File: src/rtl/sset_pkg.sv
// Shared types and constants for the stable sorted entry table.
// No dependencies; imported by every module of the block.
package sset_pkg;

  localparam int KEY_IN_W = 16;  // width of the key field on the port
  localparam int ID_IN_W  = 8;   // width of the identifier field on the port
  localparam int FIELD_W  = 5;   // width of the position and occupancy fields

  localparam logic ACT_INSERT = 1'b0;
  localparam logic ACT_REMOVE = 1'b1;

  typedef enum logic [1:0] {
    ST_DONE      = 2'd0,
    ST_FULL      = 2'd1,
    ST_NOT_FOUND = 2'd2
  } status_t;

  typedef enum logic [1:0] {
    CELL_HOLD       = 2'd0,
    CELL_LOAD_NEW   = 2'd1,
    CELL_FROM_LOWER = 2'd2,
    CELL_FROM_UPPER = 2'd3
  } cell_op_t;

  typedef struct packed {
    logic gt;  // holds a live entry with a key above the command key
    logic eq;  // holds a live entry whose key and identifier match
  } cell_flags_t;

endpackage

File: src/rtl/sset_cell.sv
// One slot of the entry chain: key and identifier registers plus compare.
// Depends on sset_pkg.
module sset_cell
  import sset_pkg::*;
#(
  parameter int KEY_BITS = 16,
  parameter int ID_BITS  = 8
) (
  input  logic                clk,
  input  cell_op_t            op,
  input  logic                valid,
  input  logic [KEY_BITS-1:0] new_key,
  input  logic [ID_BITS-1:0]  new_id,
  input  logic [KEY_BITS-1:0] lower_key,
  input  logic [ID_BITS-1:0]  lower_id,
  input  logic [KEY_BITS-1:0] upper_key,
  input  logic [ID_BITS-1:0]  upper_id,
  output cell_flags_t         flags,
  output logic [KEY_BITS-1:0] key,
  output logic [ID_BITS-1:0]  id
);

  logic [KEY_BITS-1:0] key_r;
  logic [ID_BITS-1:0]  id_r;

  always_comb begin
    flags.gt = valid && (key_r > new_key);
    flags.eq = valid && (key_r == new_key) && (id_r == new_id);
  end

  always_ff @(posedge clk) begin
    case (op)
      CELL_LOAD_NEW: begin
        key_r <= new_key;
        id_r  <= new_id;
      end
      CELL_FROM_LOWER: begin
        key_r <= lower_key;
        id_r  <= lower_id;
      end
      CELL_FROM_UPPER: begin
        key_r <= upper_key;
        id_r  <= upper_id;
      end
      default: begin
        key_r <= key_r;
        id_r  <= id_r;
      end
    endcase
  end

  assign key = key_r;
  assign id  = id_r;

endmodule

File: src/rtl/sset_locate.sv
// Lowest-hit finder over the cell flags: prefix OR, one-hot first hit, index.
// Depends on sset_pkg.
module sset_locate
  import sset_pkg::*;
#(
  parameter int DEPTH = 16
) (
  input  logic [DEPTH-1:0]         hit,
  output logic [DEPTH-1:0]         reach,
  output logic                     any,
  output logic [$clog2(DEPTH)-1:0] index
);

  localparam int IDX_W = $clog2(DEPTH);

  logic [DEPTH-1:0] pre;
  logic [DEPTH-1:0] first;

  // log-depth prefix OR: bit i set when any hit sits at or below i
  always_comb begin
    pre = hit;
    for (int s = 1; s < DEPTH; s = s * 2) begin
      pre = pre | (pre << s);
    end
  end

  assign reach = pre;
  assign any   = pre[DEPTH-1];
  assign first = hit & ~{pre[DEPTH-2:0], 1'b0};

  always_comb begin
    index = '0;
    for (int i = 0; i < DEPTH; i++) begin
      if (first[i]) begin
        index = index | IDX_W'(i);
      end
    end
  end

endmodule

File: src/rtl/stable_sorted_entry_table_core.sv
// Top level of the stable sorted entry table: command register, cell chain,
// result register. Depends on sset_pkg, sset_cell and sset_locate.
//
// Keeps up to DEPTH entries (key, identifier) in ascending key order in a
// chain of cells, each holding one entry and trading it with its neighbors.
// A word is accepted on any rising edge with start high and busy low; busy
// is only high while in reset and until the first clock edge after it,
// so a new word may follow in every cycle. Each accepted word executes in
// the cycle after acceptance against the whole chain at once (every cell
// compares in parallel, then loads the new entry, takes its lower neighbor's
// entry or its upper neighbor's entry), and its result is registered onto
// the out_ ports, marked by out_valid for exactly one cycle. The figure
// of one word per cycle is set by the single execute stage of the chain;
// a word sees every update made by the word before it. The receiver cannot
// stall: results must be taken as they come. Insert goes after all equal
// keys; a full table refuses it. Remove takes the lowest position whose key
// and identifier both match, or reports not found. Entries above the count
// are never read, so the cells need no clearing after reset.
module stable_sorted_entry_table_core
  import sset_pkg::*;
#(
  parameter int DEPTH    = 16,
  parameter int KEY_BITS = 16,
  parameter int ID_BITS  = 8
) (
  input  logic                clk,
  input  logic                rst_n,
  input  logic                start,
  output logic                busy,
  input  logic                in_action,
  input  logic [KEY_IN_W-1:0] in_sort_key,
  input  logic [ID_IN_W-1:0]  in_entry_id,
  output logic                out_valid,
  output logic [1:0]          out_status,
  output logic [FIELD_W-1:0]  out_position,
  output logic [FIELD_W-1:0]  out_occupancy
);

  localparam int IDX_W = $clog2(DEPTH);
  localparam int CNT_W = $clog2(DEPTH + 1);

  // ---------------------------------------------------------------------
  // Command register: hold the accepted word for its execute cycle
  // ---------------------------------------------------------------------
  logic                busy_r;
  logic                accept;
  logic                cmd_vld_r;
  logic                cmd_act_r;
  logic [KEY_BITS-1:0] cmd_key_r;
  logic [ID_BITS-1:0]  cmd_id_r;

  logic [KEY_BITS+KEY_IN_W-1:0] key_ext;
  logic [ID_BITS+ID_IN_W-1:0]   id_ext;

  // keep only the low KEY_BITS / ID_BITS of the port fields
  assign key_ext = {{KEY_BITS{1'b0}}, in_sort_key};
  assign id_ext  = {{ID_BITS{1'b0}}, in_entry_id};

  assign accept = start && !busy_r;
  assign busy   = busy_r;

  always_ff @(posedge clk) begin
    if (!rst_n) begin
      busy_r    <= 1'b1;
      cmd_vld_r <= 1'b0;
    end else begin
      busy_r    <= 1'b0;
      cmd_vld_r <= accept;
    end
  end

  always_ff @(posedge clk) begin
    if (accept) begin
      cmd_act_r <= in_action;
      cmd_key_r <= key_ext[KEY_BITS-1:0];
      cmd_id_r  <= id_ext[ID_BITS-1:0];
    end
  end

  // ---------------------------------------------------------------------
  // Cell chain
  // ---------------------------------------------------------------------
  logic [CNT_W-1:0]    cnt_r;
  logic [CNT_W-1:0]    cnt_nxt;
  cell_op_t            cell_op [DEPTH];
  cell_flags_t         cell_flags [DEPTH];
  logic [KEY_BITS-1:0] cell_key [DEPTH];
  logic [ID_BITS-1:0]  cell_id [DEPTH];
  logic [DEPTH-1:0]    live;
  logic [DEPTH-1:0]    tail;
  logic [DEPTH-1:0]    gt_vec;
  logic [DEPTH-1:0]    eq_vec;

  for (genvar i = 0; i < DEPTH; i++) begin : g_cell
    logic [KEY_BITS-1:0] lo_key;
    logic [ID_BITS-1:0]  lo_id;
    logic [KEY_BITS-1:0] up_key;
    logic [ID_BITS-1:0]  up_id;

    // chain ends have no neighbor outside; tie them to the command (a value shifted in lands above the count)
    if (i == 0) begin : g_first
      assign lo_key = cmd_key_r;
      assign lo_id  = cmd_id_r;
    end else begin : g_lower
      assign lo_key = cell_key[i-1];
      assign lo_id  = cell_id[i-1];
    end
    if (i == DEPTH - 1) begin : g_last
      assign up_key = cmd_key_r;
      assign up_id  = cmd_id_r;
    end else begin : g_upper
      assign up_key = cell_key[i+1];
      assign up_id  = cell_id[i+1];
    end

    assign live[i]   = CNT_W'(i) < cnt_r;
    assign tail[i]   = CNT_W'(i) == cnt_r;
    assign gt_vec[i] = cell_flags[i].gt;
    assign eq_vec[i] = cell_flags[i].eq;

    sset_cell #(
      .KEY_BITS (KEY_BITS),
      .ID_BITS  (ID_BITS)
    ) u_cell (
      .clk       (clk),
      .op        (cell_op[i]),
      .valid     (live[i]),
      .new_key   (cmd_key_r),
      .new_id    (cmd_id_r),
      .lower_key (lo_key),
      .lower_id  (lo_id),
      .upper_key (up_key),
      .upper_id  (up_id),
      .flags     (cell_flags[i]),
      .key       (cell_key[i]),
      .id        (cell_id[i])
    );
  end

  // ---------------------------------------------------------------------
  // Execute: decide every cell's move and the result
  // ---------------------------------------------------------------------
  logic             full;
  logic             do_insert;
  logic             do_remove;
  logic [DEPTH-1:0] gt_below;
  logic [DEPTH-1:0] load_vec;
  logic [DEPTH-1:0] loc_hit;
  logic [DEPTH-1:0] loc_reach;
  logic             loc_any;
  logic [IDX_W-1:0] loc_index;

  assign full      = cnt_r == CNT_W'(DEPTH);
  assign do_insert = cmd_vld_r && (cmd_act_r == ACT_INSERT);
  assign do_remove = cmd_vld_r && (cmd_act_r == ACT_REMOVE);
  assign gt_below  = {gt_vec[DEPTH-2:0], 1'b0};
  // the new entry lands on the first cell above all keys not greater
  assign load_vec  = ~gt_below & (gt_vec | tail);
  assign loc_hit   = do_insert ? load_vec : eq_vec;

  sset_locate #(
    .DEPTH (DEPTH)
  ) u_locate (
    .hit   (loc_hit),
    .reach (loc_reach),
    .any   (loc_any),
    .index (loc_index)
  );

  always_comb begin
    for (int i = 0; i < DEPTH; i++) begin
      cell_op[i] = CELL_HOLD;
      if (do_insert && !full) begin
        if (gt_below[i]) begin
          cell_op[i] = CELL_FROM_LOWER;
        end else if (load_vec[i]) begin
          cell_op[i] = CELL_LOAD_NEW;
        end
      end else if (do_remove && loc_any && loc_reach[i]) begin
        // close the gap: everything at or above the match drops one slot
        cell_op[i] = CELL_FROM_UPPER;
      end
    end
  end

  // ---------------------------------------------------------------------
  // Count and result register
  // ---------------------------------------------------------------------
  logic             res_vld_r;
  status_t          res_status_r;
  logic [IDX_W-1:0] res_pos_r;
  logic [CNT_W-1:0] res_occ_r;
  status_t          res_status_nxt;
  logic [IDX_W-1:0] res_pos_nxt;

  always_comb begin
    cnt_nxt        = cnt_r;
    res_status_nxt = ST_DONE;
    res_pos_nxt    = '0;
    if (do_insert) begin
      if (full) begin
        res_status_nxt = ST_FULL;
      end else begin
        res_pos_nxt = loc_index;
        cnt_nxt     = cnt_r + CNT_W'(1);
      end
    end else if (do_remove) begin
      if (loc_any) begin
        res_pos_nxt = loc_index;
        cnt_nxt     = cnt_r - CNT_W'(1);
      end else begin
        res_status_nxt = ST_NOT_FOUND;
      end
    end
  end

  always_ff @(posedge clk) begin
    if (!rst_n) begin
      cnt_r     <= '0;
      res_vld_r <= 1'b0;
    end else begin
      cnt_r     <= cnt_nxt;
      res_vld_r <= cmd_vld_r;
    end
  end

  always_ff @(posedge clk) begin
    if (cmd_vld_r) begin
      res_status_r <= res_status_nxt;
      res_pos_r    <= res_pos_nxt;
      res_occ_r    <= cnt_nxt;
    end
  end

  // fit position and occupancy to the 5-bit result fields
  logic [IDX_W+FIELD_W-1:0] pos_ext;
  logic [CNT_W+FIELD_W-1:0] occ_ext;

  assign pos_ext = {{FIELD_W{1'b0}}, res_pos_r};
  assign occ_ext = {{FIELD_W{1'b0}}, res_occ_r};

  assign out_valid     = res_vld_r;
  assign out_status    = res_status_r;
  assign out_position  = pos_ext[FIELD_W-1:0];
  assign out_occupancy = occ_ext[FIELD_W-1:0];

endmodule

File: config.mk
export PLATFORM = sky130hd
export DESIGN_NAME = stable_sorted_entry_table_core
export DESIGN_NICKNAME = d
export VERILOG_FILES = /design/src/rtl/sset_pkg.sv /design/src/rtl/sset_cell.sv /design/src/rtl/sset_locate.sv /design/src/rtl/stable_sorted_entry_table_core.sv
export SDC_FILE = /design/constraint.sdc
export NUM_CORES = 1
export LEC_CHECK = 0
export ABC_AREA = 1
export BUFFER_PORTS_ARGS = -buffer_cell sky130_fd_sc_hd__buf_4
export CORE_MARGIN = 4
export CORE_UTILIZATION = 35
export DETAILED_ROUTE_END_ITERATION = 10
export REMOVE_ABC_BUFFERS = 1
export SLEW_MARGIN = 20
export SYNTH_ARGS = -nofsm -noshare
export SYNTH_HDL_FRONTEND = slang
export SYNTH_SLANG_ARGS = --single-unit
File: constraint.sdc
create_clock -name clk -period 4.9 [get_ports clk]
set_input_delay 0.98 -clock clk [delete_from_list [all_inputs] [get_ports clk]]
set_output_delay 0.98 -clock clk [all_outputs]
set_load 0.01 [all_outputs]
After elaboration in Yosys (flattened, before gate mapping)
Cells that the tools add are included.
Widths: inputs -> output; s select.
Word-level totals
  flip-flop bits (word level): 428
  input port bits: 28
  output and inout port bits: 14
  logic and storage cells: 396
Cells by class
  add/subtract/negate cells: 2
  magnitude comparators: 32
  equal/unequal tests: 96
  multiplexer cells: 124
  bitwise gates (word level): 10
  reductions and logical operators: 90
Operators by type and width (number)
  $pmux 16 s3: 14
  $pmux 8 s3: 14
  $eq 16x16->1: 16
  $gt 16x16->1: 16
  $eq 8x8->1: 16
  $mux 2: 52
  $or 16x16->16: 5
  $logic_and 1x1->1: 69
  $eq 2x2->1 const B: 32
  $pmux 16 s2: 2
  $mux 4: 12
  $reduce_bool 3->1: 14
  $eq 4x5->1 const A: 8
  $lt 4x5->1 const A: 8
  $and 16x16->16: 2
  $eq 2x1->1 const B: 16
  $not 16->16: 2
  $pmux 8 s2: 2
  $eq 3x5->1 const A: 4
  $lt 3x5->1 const A: 4
  $mux 5: 4
  $mux 1: 19
  $mux 16: 1
  $mux 3: 4
  12 further kinds: 18

Logic depth before layout (Yosys ltp)
  word-level depth: 29
  depth in mapped cells: 26
  gate-level depth less buffers: 25

Cells and area by module
From an unflattened synthesis, not the netlist that was laid out.
Unflattened totals
  cell total of the unflattened synthesis: 3916
  area total of the unflattened synthesis: 32023.2 um^2
Modules (own cells, without submodules)
  sset_cell: times used 16, cells each 220, area an instance 1813.0 um^2, seq. area each 720.7 um^2
  stable_sorted_entry_table_core: times used 1, cells each 306, area an instance 2549.9 um^2, seq. area each 1241.2 um^2
  sset_locate: times used 1, cells each 90, area an instance 465.4 um^2, seq. area each 0.0 um^2

Worst setup path before layout
OpenSTA, ideal clock, no wires.
  kind: register to register
  start point: register cmd_key_r[15]
  end point: register g_cell[8].u_cell.id_r[0] (enable)
  setup time: 0.420 ns
  data arrival time: 4.040 ns
  data required time: 4.480 ns
  setup slack: 0.440 ns
  cell stages (with the launch flop): 22
  buffers on the path: 1
  period minus slack after synthesis: 4.460 ns
  path through: edfxtp_1 > inv_1 > ha_1 > nand2_1 > nor2_1 > nand2_1 > nor2_1 > nand2_1 > nand3_1 > nand2_1 > nand2_1 > nand3_1 > nand2_1 > nor2_2 > nand2_4 > nor2_8 > nand2_4 > nand2_8 > nor2_4 > buf_2 > nor2_1 > a31oi_1
Between the ends
  word-level cells in the longest chain between the ends: 15
  elaborated cells between the ends (all ways): 98
  classes of those cells: order compare (16); eq/ne (19); mux (5); bitwise (7); reduce/logical (51)
Ends and longest elaborated chain
  start, declared: line stable_sorted_entry_table_core.sv:49  | logic [KEY_BITS-1:0] cmd_key_r;
  start signal, assigned: line stable_sorted_entry_table_core.sv:75  | cmd_key_r <= key_ext[KEY_BITS-1:0];
  $gt 16x16->1: line sset_cell.sv:27  | flags.gt = valid && (key_r > new_key);
  $logic_and 1x1->1: line sset_cell.sv:27
  $or 16x16->16 or $not 16->16 (tied branches): line stable_sorted_entry_table_core.sv:158  | assign load_vec = ~gt_below & (gt_vec | tail);
  $and 16x16->16: line stable_sorted_entry_table_core.sv:158
  $mux 16: line stable_sorted_entry_table_core.sv:159  | assign loc_hit = do_insert ? load_vec : eq_vec;
  $or 16x16->16 (4 in series): line sset_locate.sv:23  | pre = pre | (pre << s);
  $logic_and 1x1->1 (2 in series): line stable_sorted_entry_table_core.sv:179  | end else if (do_remove && loc_any && loc_reach[i]) begin
  $mux 2: line stable_sorted_entry_table_core.sv:179
  $mux 2 *: line stable_sorted_entry_table_core.sv:173  | if (do_insert && !full) begin
  $eq 2x1->1 or $eq 2x2->1 (tied branches): line sset_cell.sv:32  | case (op)
  $reduce_bool 3->1 (no line) *
  end signal, assigned: line sset_cell.sv:35  | id_r <= new_id;
  end signal, assigned: line sset_cell.sv:39  | id_r <= lower_id;
  end signal, assigned: line sset_cell.sv:43  | id_r <= upper_id;
  end, declared: line sset_cell.sv:24  | logic [ID_BITS-1:0] id_r;
Mark *: on every way between the ends. The rest lies on a longest branch, timed or not.
A chain may end at the register's enable or synchronous reset.

Worst setup path after layout
  start point: register cmd_key_r[12]
  end point: register g_cell[4].u_cell.key_r[8], data pin
Between the ends
  word-level cells in the longest chain between the ends: 15
  elaborated cells between the ends (all ways): 98
  classes of those cells: order compare (16); eq/ne (19); mux (6); bitwise (7); reduce/logical (50)
Ends and longest elaborated chain
  $gt 16x16->1: line sset_cell.sv:27
  $logic_and 1x1->1: line sset_cell.sv:27
  $or 16x16->16 or $not 16->16 (tied branches): line stable_sorted_entry_table_core.sv:158
  $and 16x16->16: line stable_sorted_entry_table_core.sv:158
  $mux 16: line stable_sorted_entry_table_core.sv:159
  $or 16x16->16 (4 in series): line sset_locate.sv:23
  $logic_and 1x1->1 (2 in series): line stable_sorted_entry_table_core.sv:179
  $mux 2: line stable_sorted_entry_table_core.sv:179
  $mux 2 *: line stable_sorted_entry_table_core.sv:173
  $eq 2x2->1 or $eq 2x1->1 (tied branches): line sset_cell.sv:32
  $pmux 16 s3 *: line sset_cell.sv:32
  end signal, assigned: line sset_cell.sv:34  | key_r <= new_key;
  end signal, assigned: line sset_cell.sv:38  | key_r <= lower_key;
  end signal, assigned: line sset_cell.sv:42  | key_r <= upper_key;
  end, declared: line sset_cell.sv:23  | logic [KEY_BITS-1:0] key_r;
Marks and branches as above.

==> run metrics <==
pwr/cell area 268 nW/um^2; Die Y 302 um; initial antenna violation count 0; num rows 107; Pwr Total 9030 uW; Synth Warn # 0; DR WL/cell 21.8 um; # nets final 4092; initial DRC count 3453; share of layout cells above drive strength 1 7.80%; routed length on met2 46.2 mm; fmax 222 MHz; most frequent cell after synthesis nand2_1; relative slew slack 25.9%; met1 wire length 47.4 mm; cell count after synthesis 3793; clock root cell clkbuf_16; final wirelength 109 mm; setup violators final 0; Total GRT Usage 23.3%; Crit. End Element register; Layout area overhead 11.3%; status finished, final reports clean; first-pass GRT wire length 162 mm; asr flop ratio synth 0%; post_cts resized 0; crit path max-delay cell type o21ai_4; TritonCTS buffer count 52; DR vias 27400; top routing layer in use met4; hold_ws 512 ps; Met3 Wirelength 11.4 mm; # diodes 0; Final Hold Fails 0; synthesized area 30300 um^2; Sequential Area 12800 um^2; grt ovf 0; setup tns final 0 ps; max incr delay on CP 600 ps; Avg Synthesized Cell Area 7.99 um^2; io pins 42; Final ANT Viol Nets 0; worst setup path class register to register; 1st-pass router iterations 6; post-CTS setup repair buffer count 0; RSZ-0062 raised after global routing false; critical path buffer and inverter count 3; htree depth 2; Synth area leaders edfxtp_1 42%, nand2_1 16%, ha_1 11%; max-cap violations 0; CP Cell Sequence inv_1 > buf_4 > ha_1 > nand2_1 > nor2_1 > nand3_1 > nor3_1 > nor2_1 > nand2_1 > nand2_1 > nand3_1 > nand2_1 > nor2_2 > nand2_4 > nor2_8 > nand2_4 > nand2_8 > nor2_4 > buf_4 > o21ai_4 > nand2_1 > nand2_1; fill cell count 8667; most used cell along the critical path nand2_1; worst hold-check path type register to register; pin count of the biggest net entering global routing 88; Slew @ Worst Pin 1110 ps; crit-path max FO 25; worst path arrival time 4990 ps; vias per cell 5.49; Seq pwr share 46.3%; commonest cells in the netlist 1260 x nand2_1, 424 x inv_1, 420 x edfxtp_1; VDD IR max 0.230 mV; final HPWL from detailed placement 78.9 mm; vias in the first global route 25200; sw power 2320 uW; P_int 6710 uW; Seq/Total Area, Yosys 42.2%; fin crit period 4510 ps; CTS tree done; Synth Register Bits 428; final worst path period share 92.0%; Setup Skew 39.1 ps; GPL Wtd Cong 0.934; Clock Sinks 428; die area 91300 um^2; clock slew seen by the registers of the worst setup and hold paths 60 ps; Clock Latency Late Sink 620 ps; Slew Limit Fails 0; part of the power in combinational logic 9.6%; # port buffers 40; die extent in x 302 um; EDFF count, synth 420; leak pwr 0.0145 uW; Switching Share 25.7%; core footprint 85500 um^2; synth unique cells 55; top-area cell type share of the netlist area 41.6%; clk buf depth 3; Initial Utilization 35.4%; Clock power frac 44.1%; Critical Path Source Type register; cell family with most CP delay simple AND/OR/NAND/NOR gates; DRC viols 0; # hold bufs at CTS 0; CP required 5380 ps; leading area contributor after synthesis edfxtp_1; multi-input logic area 15100 um^2; Main synth FF type edfxtp_1
logic make-up (layout without fill, tap and decap cells):
kind of cell    after synthesis  after routing  synth area share [%]
xor+xnor                     62             62                  1.79
other cells                   1              1                0.0124
compound gates              522            522                  10.0
flops                       428            428                  42.2
fa+ha+maj                   261            261                  10.8
simple gates               1896           1896                  26.9
buf+inv                     623            677                  8.35
flip-flops by register name, summed over array words and instances, names as in the netlist:
name               cells
g_cell.u_cell.key    256
cmd_id_r               8
out_status             2
out_occupancy          5
busy                   1
g_cell.u_cell.id     128
out_valid              1
res_pos_r              4
cmd_act_r              1
cnt_r                  5
cmd_vld_r              1
cmd_key_r             16
cell type report:
| class | instances | share of cell area, % |
|---|---|---|
| multi-input cells | 2742 | 44.7 |
| flip-flops and latches | 428 | 37.9 |
| inverters | 443 | 4.95 |
| clock buffers | 73 | 4.31 |
| well taps | 1144 | 4.25 |
| repair buffers | 136 | 3.18 |
| clock inverters | 25 | 0.750 |
metal layers:
layer / track usage (%) / vias up
li1: - / 12900
met1: 33.8 / 12800
met2: 35.0 / 1471
met3: 4.36 / 221
met4: 7.77 / 0
met5: 0 / -
worst reg2reg max path, cell delays in order, from the launching register on:
cell and delay (ps):
edfxtp_1 380, inv_1 70, buf_4 370, ha_1 220, nand2_1 50, nor2_1 180
nand3_1 200, nor3_1 450, nor2_1 90, nand2_1 170, nand2_1 110, nand3_1 80
nand2_1 90, nor2_2 160, nand2_4 130, nor2_8 190, nand2_4 170, nand2_8 190
nor2_4 50, buf_4 230, o21ai_4 600, nand2_1 120, nand2_1 80
power groups by stage:
stage | sequential (uW) | combinational (uW) | clock [uW]
2_1_floorplan | 4250 | 506 | 0
3_3_place_gp | 4250 | 831 | 0
3_5_place_dp | 4260 | 850 | 0
4_1_cts | 4180 | 854 | 4030
5_1_grt | 4180 | 962 | 4180
6_report | 4180 | 866 | 3980
placed cells by master (no fill, tap or decap), drive strengths merged, types with 8 or more instances in the layout:
cell type	n
clkinv	18
buf	136
dfxtp	8
o21ai	252
nor2	175
clkbuf	73
o22ai	14
o211ai	48
nor4	13
nand3	208
a21oi	137
ha	261
nand4	179
o221ai	9
nand2	1275
xnor2	23
a31oi	8
or2	13
o21a	9
inv	443
edfxtp	420
nor3	27
a22oi	23
xor2	39
through the flow:
| step | worst slack, ps | util [%] | area, um^2 | std cells |
|---|---|---|---|---|
| 2_1_floorplan | -2960 | - | 29400 | 3613 |
| 3_3_place_gp | 491 | 37.4 | 32000 | 4893 |
| 3_5_place_dp | 484 | 37.4 | 32000 | 4893 |
| 4_1_cts | 454 | 39.4 | 33700 | 4991 |
| 5_1_grt | 32.8 | 39.4 | 33700 | 4991 |
| 6_report | 391 | 39.4 | 33700 | 4991 |
final timing paths:
path,start,end,slack [ps],depth (start not counted)
max reg2reg,cmd_key_r[12],g_cell[4].u_cell.key[8],390,22
min,busy,cmd_vld_r,510,1
min reg2reg,busy,cmd_vld_r,510,1
max,cmd_key_r[12],g_cell[4].u_cell.key[8],390,22
(Power assumes the default switching activity.)
